[src/design/tte_pkg.sv]
// Shared types and constants for the tap tempo estimator.
`default_nettype none
package tte_pkg;

    // 60 s * 1000 ms * 10 (tenths of BPM)
    localparam logic [19:0] TEMPO_NUM = 20'd600000;

    localparam int CFG_DW = 16;
    localparam int CFG_IW = 2;
    localparam int TEMPO_W = 14;
    localparam int HELD_W = 3;

    localparam logic [CFG_IW-1:0] CFG_GAP_TIMEOUT = 2'd0;
    localparam logic [CFG_IW-1:0] CFG_TEMPO_FLOOR = 2'd1;
    localparam logic [CFG_IW-1:0] CFG_TEMPO_CEIL  = 2'd2;

    localparam logic [15:0]        GAP_TIMEOUT_RST = 16'd2000;
    localparam logic [TEMPO_W-1:0] TEMPO_FLOOR_RST = 14'd200;
    localparam logic [TEMPO_W-1:0] TEMPO_CEIL_RST  = 14'd9990;

    // divider status seen by the sequencer
    typedef struct packed {
        logic busy;
        logic done;
    } t_div_status;

endpackage
`default_nettype wire

[src/design/tte_div.sv]
// Restoring radix-2 divider, one quotient bit per cycle.
`default_nettype none
module tte_div #(
    parameter int QW = 21
) (
    input  wire logic              i_clk,
    input  wire logic              i_rst_n,
    input  wire logic              i_start,
    input  wire logic [31:0]       i_dividend,
    input  wire logic [31:0]       i_divisor,
    output tte_pkg::t_div_status   o_status,
    output logic      [QW-1:0]     o_quotient
);

    localparam int IW = $clog2(QW);

    logic          r_busy;
    logic          r_done;
    logic [IW-1:0] r_iter;
    logic [31:0]   r_rem;
    logic [31:0]   r_dvs;
    // dividend bits shift out the top while quotient bits shift in below
    logic [QW-1:0] r_q;

    logic [32:0] w_sh;
    logic [32:0] w_sub;
    logic        w_ge;

    assign w_sh  = {r_rem, r_q[QW-1]};
    assign w_ge  = (w_sh >= {1'b0, r_dvs});
    assign w_sub = w_sh - {1'b0, r_dvs};

    always_ff @(posedge i_clk) begin
        if (!i_rst_n) begin
            r_busy <= 1'b0;
            r_done <= 1'b0;
        end else begin
            r_done <= r_busy && !i_start && (r_iter == '0);
            if (i_start) begin
                r_busy <= 1'b1;
            end else if (r_busy && (r_iter == '0)) begin
                r_busy <= 1'b0;
            end
        end
    end

    always_ff @(posedge i_clk) begin
        if (i_start) begin
            // quotient fits in QW bits, so the top bits start below the divisor
            r_rem  <= 32'(i_dividend >> QW);
            r_q    <= i_dividend[QW-1:0];
            r_dvs  <= i_divisor;
            r_iter <= IW'(QW - 1);
        end else if (r_busy) begin
            r_rem  <= w_ge ? w_sub[31:0] : w_sh[31:0];
            r_q    <= {r_q[QW-2:0], w_ge};
            r_iter <= r_iter - 1'b1;
        end
    end

    assign o_status.busy = r_busy;
    assign o_status.done = r_done;
    assign o_quotient    = r_q;

endmodule
`default_nettype wire

[src/design/tap_tempo_estimator.sv]
// Tap tempo estimator: tap history, sequencer and clamped tempo result.
//
//  channel | handshake               | payload
//  --------+-------------------------+-------------------------------------------
//  input   | i_in_valid / o_in_ready | i_tap_time_ms
//  output  | o_out_valid/i_out_ready | o_tempo_x10, o_tempo_valid, o_taps_held
//  config  | i_cfg_we                | i_cfg_index, i_cfg_data
//
// Each tap steps through APPEND, PREP, START, DIV when it divides, and FINISH;
// a new tap is accepted only back in IDLE. The divider produces one quotient
// bit per cycle; QW is the width of 600000 * (MAX_TAPS - 1). Taps with fewer
// than two held skip the divider. The result sits in an output register, so
// a stalled output only holds the next tap at its final step. Reset clears
// the tap count and loads the register defaults; the stamp store is not cleared.
`default_nettype none
module tap_tempo_estimator #(
    parameter int MAX_TAPS = 4
) (
    input  wire logic                         i_clk,
    input  wire logic                         i_rst_n,
    input  wire logic                         i_in_valid,
    output logic                              o_in_ready,
    input  wire logic [31:0]                  i_tap_time_ms,
    output logic                              o_out_valid,
    input  wire logic                         i_out_ready,
    output logic [tte_pkg::TEMPO_W-1:0]       o_tempo_x10,
    output logic                              o_tempo_valid,
    output logic [tte_pkg::HELD_W-1:0]        o_taps_held,
    input  wire logic                         i_cfg_we,
    input  wire logic [tte_pkg::CFG_IW-1:0]   i_cfg_index,
    input  wire logic [tte_pkg::CFG_DW-1:0]   i_cfg_data
);

    localparam int NUM_MAX = 600000 * (MAX_TAPS - 1);
    localparam int QW      = $clog2(NUM_MAX + 1);
    localparam int CW      = $clog2(MAX_TAPS + 1);
    localparam int SW      = $clog2(MAX_TAPS);
    localparam int TW      = tte_pkg::TEMPO_W;
    localparam int HW      = tte_pkg::HELD_W;

    typedef enum logic [5:0] {
        S_IDLE   = 6'b000001,
        S_APPEND = 6'b000010,
        S_PREP   = 6'b000100,
        S_START  = 6'b001000,
        S_DIV    = 6'b010000,
        S_FINISH = 6'b100000
    } t_state;

    t_state r_state;
    t_state n_state;

    logic [15:0]    r_gap_to;
    logic [TW-1:0]  r_floor;
    logic [TW-1:0]  r_ceil;

    logic [31:0]    r_stamps [MAX_TAPS];
    logic [CW-1:0]  r_count;
    logic [31:0]    r_now;
    logic [31:0]    r_newest;
    logic [31:0]    r_span;
    logic [31:0]    r_num;
    logic           r_res_valid;

    logic           r_out_valid;
    logic [TW-1:0]  r_out_tempo;
    logic           r_out_tvalid;
    logic [CW-1:0]  r_out_count;

    logic [31:0]    w_gap;
    logic [CW-1:0]  w_base;
    logic           w_div_start;
    logic [31:0]    w_dividend;
    logic           w_out_free;
    logic [QW-1:0]  w_quo;
    logic [QW-1:0]  w_floored;
    logic [TW-1:0]  w_tempo;

    tte_pkg::t_div_status w_div_st;

    // ---------------- configuration ----------------
    always_ff @(posedge i_clk) begin
        if (!i_rst_n) begin
            r_gap_to <= tte_pkg::GAP_TIMEOUT_RST;
            r_floor  <= tte_pkg::TEMPO_FLOOR_RST;
            r_ceil   <= tte_pkg::TEMPO_CEIL_RST;
        end else if (i_cfg_we) begin
            case (i_cfg_index)
                tte_pkg::CFG_GAP_TIMEOUT: r_gap_to <= i_cfg_data;
                tte_pkg::CFG_TEMPO_FLOOR: r_floor  <= i_cfg_data[TW-1:0];
                tte_pkg::CFG_TEMPO_CEIL:  r_ceil   <= i_cfg_data[TW-1:0];
                default: ;
            endcase
        end
    end

    // ---------------- sequencer ----------------
    assign w_out_free  = !r_out_valid || i_out_ready;
    assign w_div_start = (r_state == S_START) && r_res_valid && (r_span != '0);

    always_comb begin
        n_state = r_state;
        case (r_state)
            S_IDLE:   if (i_in_valid) n_state = S_APPEND;
            S_APPEND: n_state = S_PREP;
            S_PREP:   n_state = S_START;
            S_START:  n_state = w_div_start ? S_DIV : S_FINISH;
            S_DIV:    if (w_div_st.done) n_state = S_FINISH;
            S_FINISH: if (w_out_free) n_state = S_IDLE;
            default:  n_state = S_IDLE;
        endcase
    end

    always_ff @(posedge i_clk) begin
        if (!i_rst_n) begin
            r_state <= S_IDLE;
        end else begin
            r_state <= n_state;
        end
    end

    assign o_in_ready = (r_state == S_IDLE);

    // ---------------- tap history ----------------
    assign w_gap  = r_now - r_newest;
    // a long gap drops the held taps before the new one goes in
    assign w_base = ((r_count != '0) && (w_gap > {16'b0, r_gap_to})) ? '0 : r_count;

    always_ff @(posedge i_clk) begin
        if (!i_rst_n) begin
            r_count <= '0;
        end else if (r_state == S_APPEND) begin
            if (w_base == CW'(MAX_TAPS)) begin
                r_count <= w_base;
            end else begin
                r_count <= w_base + 1'b1;
            end
        end
    end

    always_ff @(posedge i_clk) begin
        if ((r_state == S_IDLE) && i_in_valid) begin
            r_now <= i_tap_time_ms;
        end
        if (r_state == S_APPEND) begin
            r_newest <= r_now;
            if (w_base == CW'(MAX_TAPS)) begin
                for (int i = 1; i < MAX_TAPS; i++) begin
                    r_stamps[i-1] <= r_stamps[i];
                end
                r_stamps[MAX_TAPS-1] <= r_now;
            end else begin
                r_stamps[w_base[SW-1:0]] <= r_now;
            end
        end
        if (r_state == S_PREP) begin
            r_span      <= r_newest - r_stamps[0];
            r_num       <= 32'(tte_pkg::TEMPO_NUM) * 32'(r_count - 1'b1);
            r_res_valid <= (r_count >= CW'(2));
        end
    end

    // ---------------- division ----------------
    // round half up: (num + span/2) / span
    assign w_dividend = r_num + {1'b0, r_span[31:1]};

    tte_div #(
        .QW(QW)
    ) u_div (
        .i_clk      (i_clk),
        .i_rst_n    (i_rst_n),
        .i_start    (w_div_start),
        .i_dividend (w_dividend),
        .i_divisor  (r_span),
        .o_status   (w_div_st),
        .o_quotient (w_quo)
    );

    // floor first, then ceiling, so the ceiling wins; zero span means "fastest"
    assign w_floored = (w_quo < QW'(r_floor)) ? QW'(r_floor) : w_quo;
    assign w_tempo   = ((r_span == '0) || (w_floored > QW'(r_ceil))) ? r_ceil
                                                                     : w_floored[TW-1:0];

    // ---------------- output register ----------------
    always_ff @(posedge i_clk) begin
        if (!i_rst_n) begin
            r_out_valid <= 1'b0;
        end else if ((r_state == S_FINISH) && w_out_free) begin
            r_out_valid <= 1'b1;
        end else if (i_out_ready) begin
            r_out_valid <= 1'b0;
        end
    end

    always_ff @(posedge i_clk) begin
        if ((r_state == S_FINISH) && w_out_free) begin
            r_out_tempo  <= r_res_valid ? w_tempo : '0;
            r_out_tvalid <= r_res_valid;
            r_out_count  <= r_count;
        end
    end

    assign o_out_valid   = r_out_valid;
    assign o_tempo_x10   = r_out_tempo;
    assign o_tempo_valid = r_out_tvalid;
    // low bits only when the count is wider than the port
    assign o_taps_held   = HW'(r_out_count);

`ifndef SYNTHESIS
    a_count_range: assert property (@(posedge i_clk) disable iff (!i_rst_n)
        r_count <= CW'(MAX_TAPS))
        else $error("tap count above MAX_TAPS");

    a_div_idle: assert property (@(posedge i_clk) disable iff (!i_rst_n)
        (r_state == S_IDLE) |-> !w_div_st.busy)
        else $error("divider busy while sequencer idle");

    a_no_tempo: assert property (@(posedge i_clk) disable iff (!i_rst_n)
        (o_out_valid && !o_tempo_valid) |-> (o_tempo_x10 == '0))
        else $error("tempo nonzero on an invalid result");

    a_ceiling: assert property (@(posedge i_clk) disable iff (!i_rst_n)
        (o_out_valid && o_tempo_valid) |-> (o_tempo_x10 <= r_ceil))
        else $error("tempo above ceiling");

    a_finish: assert property (@(posedge i_clk) disable iff (!i_rst_n)
        ((r_state == S_FINISH) && w_out_free) |=> o_out_valid)
        else $error("finished item not presented");
`endif

endmodule
`default_nettype wire

[config.mk]
export PLATFORM = sky130hd
export DESIGN_NAME = tap_tempo_estimator
export DESIGN_NICKNAME = d
export VERILOG_FILES = /design/src/design/tte_pkg.sv /design/src/design/tte_div.sv /design/src/design/tap_tempo_estimator.sv
export SDC_FILE = /design/constraint.sdc
export NUM_CORES = 1
export LEC_CHECK = 0
export BUFFER_PORTS_ARGS = -buffer_cell sky130_fd_sc_hd__clkbuf_2
export CELL_PAD_IN_SITES_DETAIL_PLACEMENT = 1
export CELL_PAD_IN_SITES_GLOBAL_PLACEMENT = 2
export CORE_MARGIN = 1.5
export CORE_UTILIZATION = 46
export CTS_CLUSTER_DIAMETER = 200
export DETAILED_ROUTE_END_ITERATION = 6
export PLACE_DENSITY_LB_ADDON = 0.1
export REMOVE_ABC_BUFFERS = 1
export SETUP_SLACK_MARGIN = 0.05
export SLEW_MARGIN = 20
export SYNTH_ARGS = -nofsm -noshare
export SYNTH_HDL_FRONTEND = slang
export SYNTH_SLANG_ARGS = --single-unit
[constraint.sdc]
create_clock -name i_clk -period 22.5 [get_ports i_clk]
set_clock_uncertainty 0.2 [all_clocks]
set_input_delay 3.375 -clock i_clk [delete_from_list [all_inputs] [get_ports i_clk]]
set_output_delay 3.375 -clock i_clk [all_outputs]
set_load 0.005 [all_outputs]
==> results by group, run 1 <==
Clock network
  – Post-cts resize count: 0
  – Worst-skew pair later-pin latency: 0.60 ns
  – Post-CTS Repair Setup Buffers: 0
  – Max Root-Sink Buffers: 3
  – H-tree depth: 2
  – Root buffer cell: clkbuf_16
  – Cts bufs inserted: 47
  – Reg clk slew, reported paths: 0.06 ns
  – CTS Hold Bufs: 0
  – CTS tree: yes
  – TritonCTS sink count: 414

Floorplanning
  – Die Ht: 234.7 um
  – Core box area: 0.05276 mm^2
  – I/O pin cnt: 75
  – Die area: around 0.055 mm^2
  – Initial Util: between 40 and 50%
  – Cell Rows: 84
  – DIE WIDTH: 234.7 um

Layout
  – Synthesis-to-finish area growth: 11.00%
  – # diodes: 0
  – Area of the multi-input gates: 0.01198 mm^2
  – FILL cells: 5666
  – Nets@finish: 2677
  – Commonest cells after routing, fill and taps aside: 332 x edfxtp_1, 224 x nand2_1, 214 x inv_1
  – Share of post-route cells with drive strength above 1: 11.97%
  – Commonest non-fill, non-tap cell in the layout: edfxtp_1
  – Register area: roughly 0.012 mm^2
  – Fin util: 51.96%

Power
  – Net Sw Power: 0.0007362 W
  – Tot Pwr: between 0.002 and 0.0025 W
  – Clk network pwr share: 32.9%
  – Sequential power share: 38.6%
  – VDD IR max: 0.08056 mV
  – Int Power: 0.001639 W
  – Pleak: 11.02 nW
  – Gate power share: 28.6%
  – Net Sw Frac: 30.99%
  – Pwr dens: roughly 87 mW/mm^2

Synth
  – Primary FF master, synth: edfxtp_1
  – Yosys reg bits: 414
  – EDFF count, synth: approximately 330
  – Yosys warnings: 0
  – Mapped Cells: 2310
  – Register area share after synthesis: 47.02%
  – Synth Area per Inst: 10.69 um^2
  – Synth async-reset ratio: 0%
  – Mapped cell area: approximately 0.025 mm^2
  – Yosys cell types: 97

Critical path
  – CP Max Fanout: 17
  – CP bufs+invs: 2
  – Worst path slowest cell: nor2_4
  – CP top delay family: simple AND/OR/NAND/NOR gates
  – Worst Setup Path Type: reg -> reg
  – Crit. End Element: flop
  – Worst path most repeated cell: ha_1
  – Crit-path max cell delay: just under 0.6 ns
  – Required @ worst endpoint: 22.64 ns
  – Crit start category: flop
  – WP data arrival: approximately 7.3 ns

Drt
  – DRC: 0
  – Drt via density: 5.591
  – WL/cell: about 20 um
  – Vias post-DR: between 15000 and 20000
  – DR iter-0 viols: 755
  – Met2 WL: 30090 um
  – TritonRoute pass-1 iters: 5
  – Met3 WL post-DR: 1590 um
  – Top Metal Used: met4
  – Number of antenna-violating nets in the routed design: 0
  – WL final: roughly 63000 um
  – M1 wire length: about 30000 um

Worst hold path
  – Hold WC Path Type: reg -> reg

Global route
  – First-pass GRT wire length: 101500 um
  – Vias in the first global route: 18430
  – Pin count of the biggest net entering global routing: 60
  – Initial antenna violation count: 0
  – Total GRT Usage: 23.06%
  – Congestion Overflow GR: 0

Placement
  – Buffers on Ports: 74
  – Routability-driven placement congestion ratio: 0.8854
  – DPL Wire Length: around 48000 um

Status
  – Status: finished, final reports clean

STA
  – Fmax: about 140 MHz
  – Final setup violation count: 0
  – Final Critical Period: 7.184 ns
  – Hold Fails Final Rpt: 0
  – RSZ-0062 raised after global routing: no
  – Max-slew headroom: 28.72%
  – Slew @ Worst Pin: 1.069 ns
  – Setup TNS: 0 ns
  – Final period utilization: a little under a third
  – Slew Viols, Final: 0

Flow run
  – Max_cap viols: 0
-- worst paths after layout --
check          startpoint        endpoint  slack [ns]  cells past startpoint
max              r_now[0]  r_stamps[2][6]       15.32                     26
min          r_gap_to[11]    r_gap_to[11]        0.27                      2
max reg2reg      r_now[0]  r_stamps[2][6]       15.32                     26
min reg2reg  r_gap_to[11]    r_gap_to[11]        0.27                      2
-- power by group through the flow --
stage / Clock [W] / Combinational [W] / Sequential [W]
2_1_floorplan: 0 / 0.000528 / 0.000920
3_3_place_gp: 0 / 0.000657 / 0.000930
3_5_place_dp: 0 / 0.000679 / 0.000932
4_1_cts: 0.000801 / 0.000684 / 0.000916
5_1_grt: 0.000826 / 0.000763 / 0.000920
6_report: 0.000781 / 0.000678 / 0.000916
-- sequential cells by signal (all words and copies together) (netlist names), 16 cells and up --
signal / flops
r_stamps: 128
u_div.r_rem: 32
r_gap_to: 16
r_num: 25
r_newest: 32
r_span: 32
r_now: 32
u_div.o_quotient: 21
u_div.r_dvs: 32
-- worst reg2reg max path, cell delays in order (launching register included) --
cell and delay [ns]:
edfxtp_1 0.43, inv_1 0.08, ha_1 0.24, fa_1 0.41, nand2b_1 0.19, a21oi_1 0.30
o21ai_0 0.24, o31ai_2 0.47, a21oi_1 0.15, xnor2_1 0.14, ha_1 0.32, and4_1 0.25
nand3_1 0.11, or3_1 0.37, o21ai_0 0.13, nand3_1 0.12, nor4_2 0.15, and4_4 0.31
a21o_4 0.17, nand2_1 0.08, ha_1 0.25, nand2_1 0.08, nor3_2 0.06, a2111o_1 0.49
nor2_4 0.58, buf_16 0.24, mux2_2 0.36
-- cell usage after synthesis, types with 4 or more instances --
cell type	instances	area, um^2
nand3_1	42	210.2
nand2b_1	35	219.0
a311oi_1	7	61.31
nand2_1	224	840.8
a31oi_1	26	162.7
and3_1	17	106.4
ha_1	212	2653
buf_2	4	20.02
o21a_1	18	135.1
nand4_1	22	137.6
xnor2_1	92	805.8
nor3b_1	4	30.03
o41ai_1	5	43.79
o31ai_1	10	75.07
fa_1	16	320.3
a41oi_1	5	43.79
a21oi_1	174	870.8
nand4b_1	4	35.03
nor2b_1	22	137.6
or2_2	8	50.05
o211ai_1	32	240.2
or3_1	9	56.30
o21ai_0	120	600.6
xor2_1	28	245.2
buf_1	7	26.28
mux2_1	30	337.8
nor2_1	110	412.9
mux2_2	37	416.7
nor3_1	39	195.2
a211oi_1	25	187.7
mux2i_1	22	220.2
o21bai_1	15	112.6
and2_1	12	75.07
nand3b_1	9	67.56
a21boi_0	4	30.03
dfxtp_1	82	1642
a21o_1	57	427.9
clkbuf_1	39	146.4
inv_1	215	807.0
buf_6	7	78.83
nor4_1	15	93.84
mux2_4	30	450.4
edfxtp_1	332	9970
-- per-stage QoR --
stage	std cells	instance area, um^2	setup WS (ns)	hold slack (ns)
final	3120	27410	15.32	0.2652
after global routing	3120	27410	14.95	0.2866
after CTS	3119	27380	15.09	0.2630
after detailed placement	3032	25800	15.15	0.2539
after global placement	3032	25790	15.48	0.2487
after floorplan	2248	24350	14.82	0.2273
-- cells by family after synthesis --
group,count (synthesis),share of synthesized area (%)
compound gates,557,14.60
flops,414,47.02
other cells,2,0.03041
fa+ha+maj,228,12.04
mux,119,5.771
xor+xnor,121,4.347
simple gates,590,11.51
buf+inv,279,4.691
-- layout make-up --
type	instances	area share (%)
Clock inverter	30	1.132
Tap cell	688	3.140
Multi-Input combinational cell	1617	43.69
Sequential cell	414	42.36
Timing Repair Buffer	97	2.054
Inverter	217	2.971
Clock buffer	57	4.651
-- per-layer routing --
layer  up-vias  GRT usage [%]
li1       8564              -
met1      8567          30.49
met2       218          39.75
met3        94          2.232
met4         0          7.595
met5         -              0
Power figures use the tool's default switching activity.
==> run 2, diff against run 1 <==
Settings changed: CORE_UTILIZATION 46 to 43.
Clock period 22.5 ns to 7 ns, I/O delays scaled along.
==> results by group, run 2 (synthesized netlist as in run 1, its figures left out) <==
Status
  – Status: finished, final reports clean

Clock network
  – TritonCTS sink count: 414
  – Worst-skew pair later-pin latency: just under 0.6 ns
  – CTS tree: yes
  – Post-cts resize count: 0
  – H-tree depth: 2
  – Cts bufs inserted: 48
  – Post-CTS Repair Setup Buffers: 0
  – Max Root-Sink Buffers: 3
  – CTS Hold Bufs: 0
  – Root buffer cell: clkbuf_16
  – Reg clk slew, reported paths: 0.06 ns

STA
  – Max-slew headroom: 33.03%
  – Fmax: 154.7 MHz
  – Slew Viols, Final: 0
  – Hold Fails Final Rpt: 0
  – RSZ-0062 raised after global routing: no
  – Final worst slack: 0.5372 ns
  – Final Critical Period: 6.463 ns
  – Slew @ Worst Pin: 0.9793 ns
  – Final hold slack: 0.2709 ns
  – Final setup violation count: 0
  – Final period utilization: around 92%

Critical path
  – Flop-to-flop setup slack: 0.54 ns
  – Worst path slowest cell: a2111o_1
  – Crit path depth: 27
  – Worst path most repeated cell: ha_1
  – Reg2reg start: r_now[0]
  – Crit start category: flop
  – CP bufs+invs: 3
  – Required @ worst endpoint: 7.12 ns
  – R2r worst-path depth: 27
  – CP top delay family: simple AND/OR/NAND/NOR gates
  – Worst Setup Path Type: reg -> reg
  – Crit-path max cell delay: 0.50 ns
  – WP data arrival: approximately 6.6 ns
  – Reg2Reg Capture Point: r_stamps[2][20]
  – Crit. End Element: flop
  – CP Max Fanout: 32
  – Worst Setup SP: r_now[0]

Flow run
  – Max_cap viols: 0

Worst hold path
  – Hold WC Path Type: reg -> reg
  – Launch point of the worst hold path: r_gap_to[12]
  – Hold path endpoint: r_gap_to[12]
  – Hold path cells: 2

Layout
  – Nets@finish: 2682
  – Commonest non-fill, non-tap cell in the layout: edfxtp_1
  – Share of post-route cells with drive strength above 1: 12.18%
  – Commonest cells after routing, fill and taps aside: 332 x edfxtp_1, 224 x nand2_1, 214 x inv_1
  – Synthesis-to-finish area growth: 11.89%
  – Fin util: 48.82%
  – Register area: 0.01161 mm^2
  – FILL cells: 6149
  – # diodes: 0
  – Biggest register: r_stamps
  – Max reg flops: around 130
  – Area of the multi-input gates: 0.01198 mm^2

Floorplanning
  – Initial Util: 43.63%
  – Cell Rows: 87
  – Core box area: 0.05660 mm^2
  – DIE WIDTH: 242.7 um
  – Die area: 0.05888 mm^2
  – I/O pin cnt: 75
  – Die Ht: 242.7 um

Drt
  – Drt via density: 5.389
  – WL/cell: approximately 19 um
  – DRC: 0
  – WL final: approximately 62000 um
  – TritonRoute pass-1 iters: 5
  – Number of antenna-violating nets in the routed design: 0
  – Vias post-DR: 17210
  – DR iter-0 viols: ~610

Placement
  – Routability-driven placement congestion ratio: ~0.9
  – DPL Wire Length: 47220 um
  – Buffers on Ports: 74
  – Setup slack at placement: 0.3633 ns

Global route
  – Congestion Overflow GR: 0
  – Pin count of the biggest net entering global routing: 72
  – Vias in the first global route: 18170
  – Initial antenna violation count: 0
  – First-pass GRT wire length: about 100000 um
  – Total GRT Usage: 21.32%

Power
  – VDD IR max: between 0.2 and 0.25 mV
  – Pwr dens: ~280 mW/mm^2
  – Tot Pwr: 0.007757 W
  – Pleak: 11.09 nW
-- run 2: final cells by class --
cell class,count,area share [%]
repair buffers,101,2.210
clock inverters,25,0.9826
inverters,217,2.948
clock buffers,64,5.058
multi-input cells,1617,43.36
well taps,756,3.423
flip-flops and latches,414,42.02
-- run 2: report_power, final --
| group | leakage (nW) | internal (W) | switching, W |
|---|---|---|---|
| Combinational | 6.61 | 0.000958 | 0.00123 |
| Clock | 0.803 | 0.00159 | 0.00104 |
| Sequential | 3.68 | 0.00286 | 0.0000841 |
-- run 2: worst max-delay path by stage --
stage	endpoint	slack, ns
final	r_stamps[2][20]	0.54
after CTS	r_stamps[2][20]	0.32
after global placement	r_stamps[2][28]	0.56
after detailed placement	r_stamps[2][8]	0.36
after global routing	r_stamps[2][20]	0.11
after floorplan	r_stamps[2][0]	-0.68
-- run 2: worst min-delay path: cells and delay by family (launching register included) --
kind	cells	cell delay, ns
AOI/OAI and AO/OA	1	0.06
and+or+nand+nor	1	0.05
DFF	1	0.31
-- run 2: routing by layer --
metal	track usage, %	part of all wire, %	vias up
li1	-	-	8579
met1	28.48	47	8374
met2	36.15	47	170
met3	2.189	2.3	89
met4	7.216	2.9	0
met5	0	0	-
-- run 2: stage by stage --
stage | area (um^2) | instances | TNS (ns)
2_1_floorplan | 24350 | 2248 | -22.71
3_3_place_gp | 25950 | 3105 | 0
3_5_place_dp | 25950 | 3105 | 0
4_1_cts | 27620 | 3194 | 0
5_1_grt | 27630 | 3194 | 0
6_report | 27630 | 3194 | 0
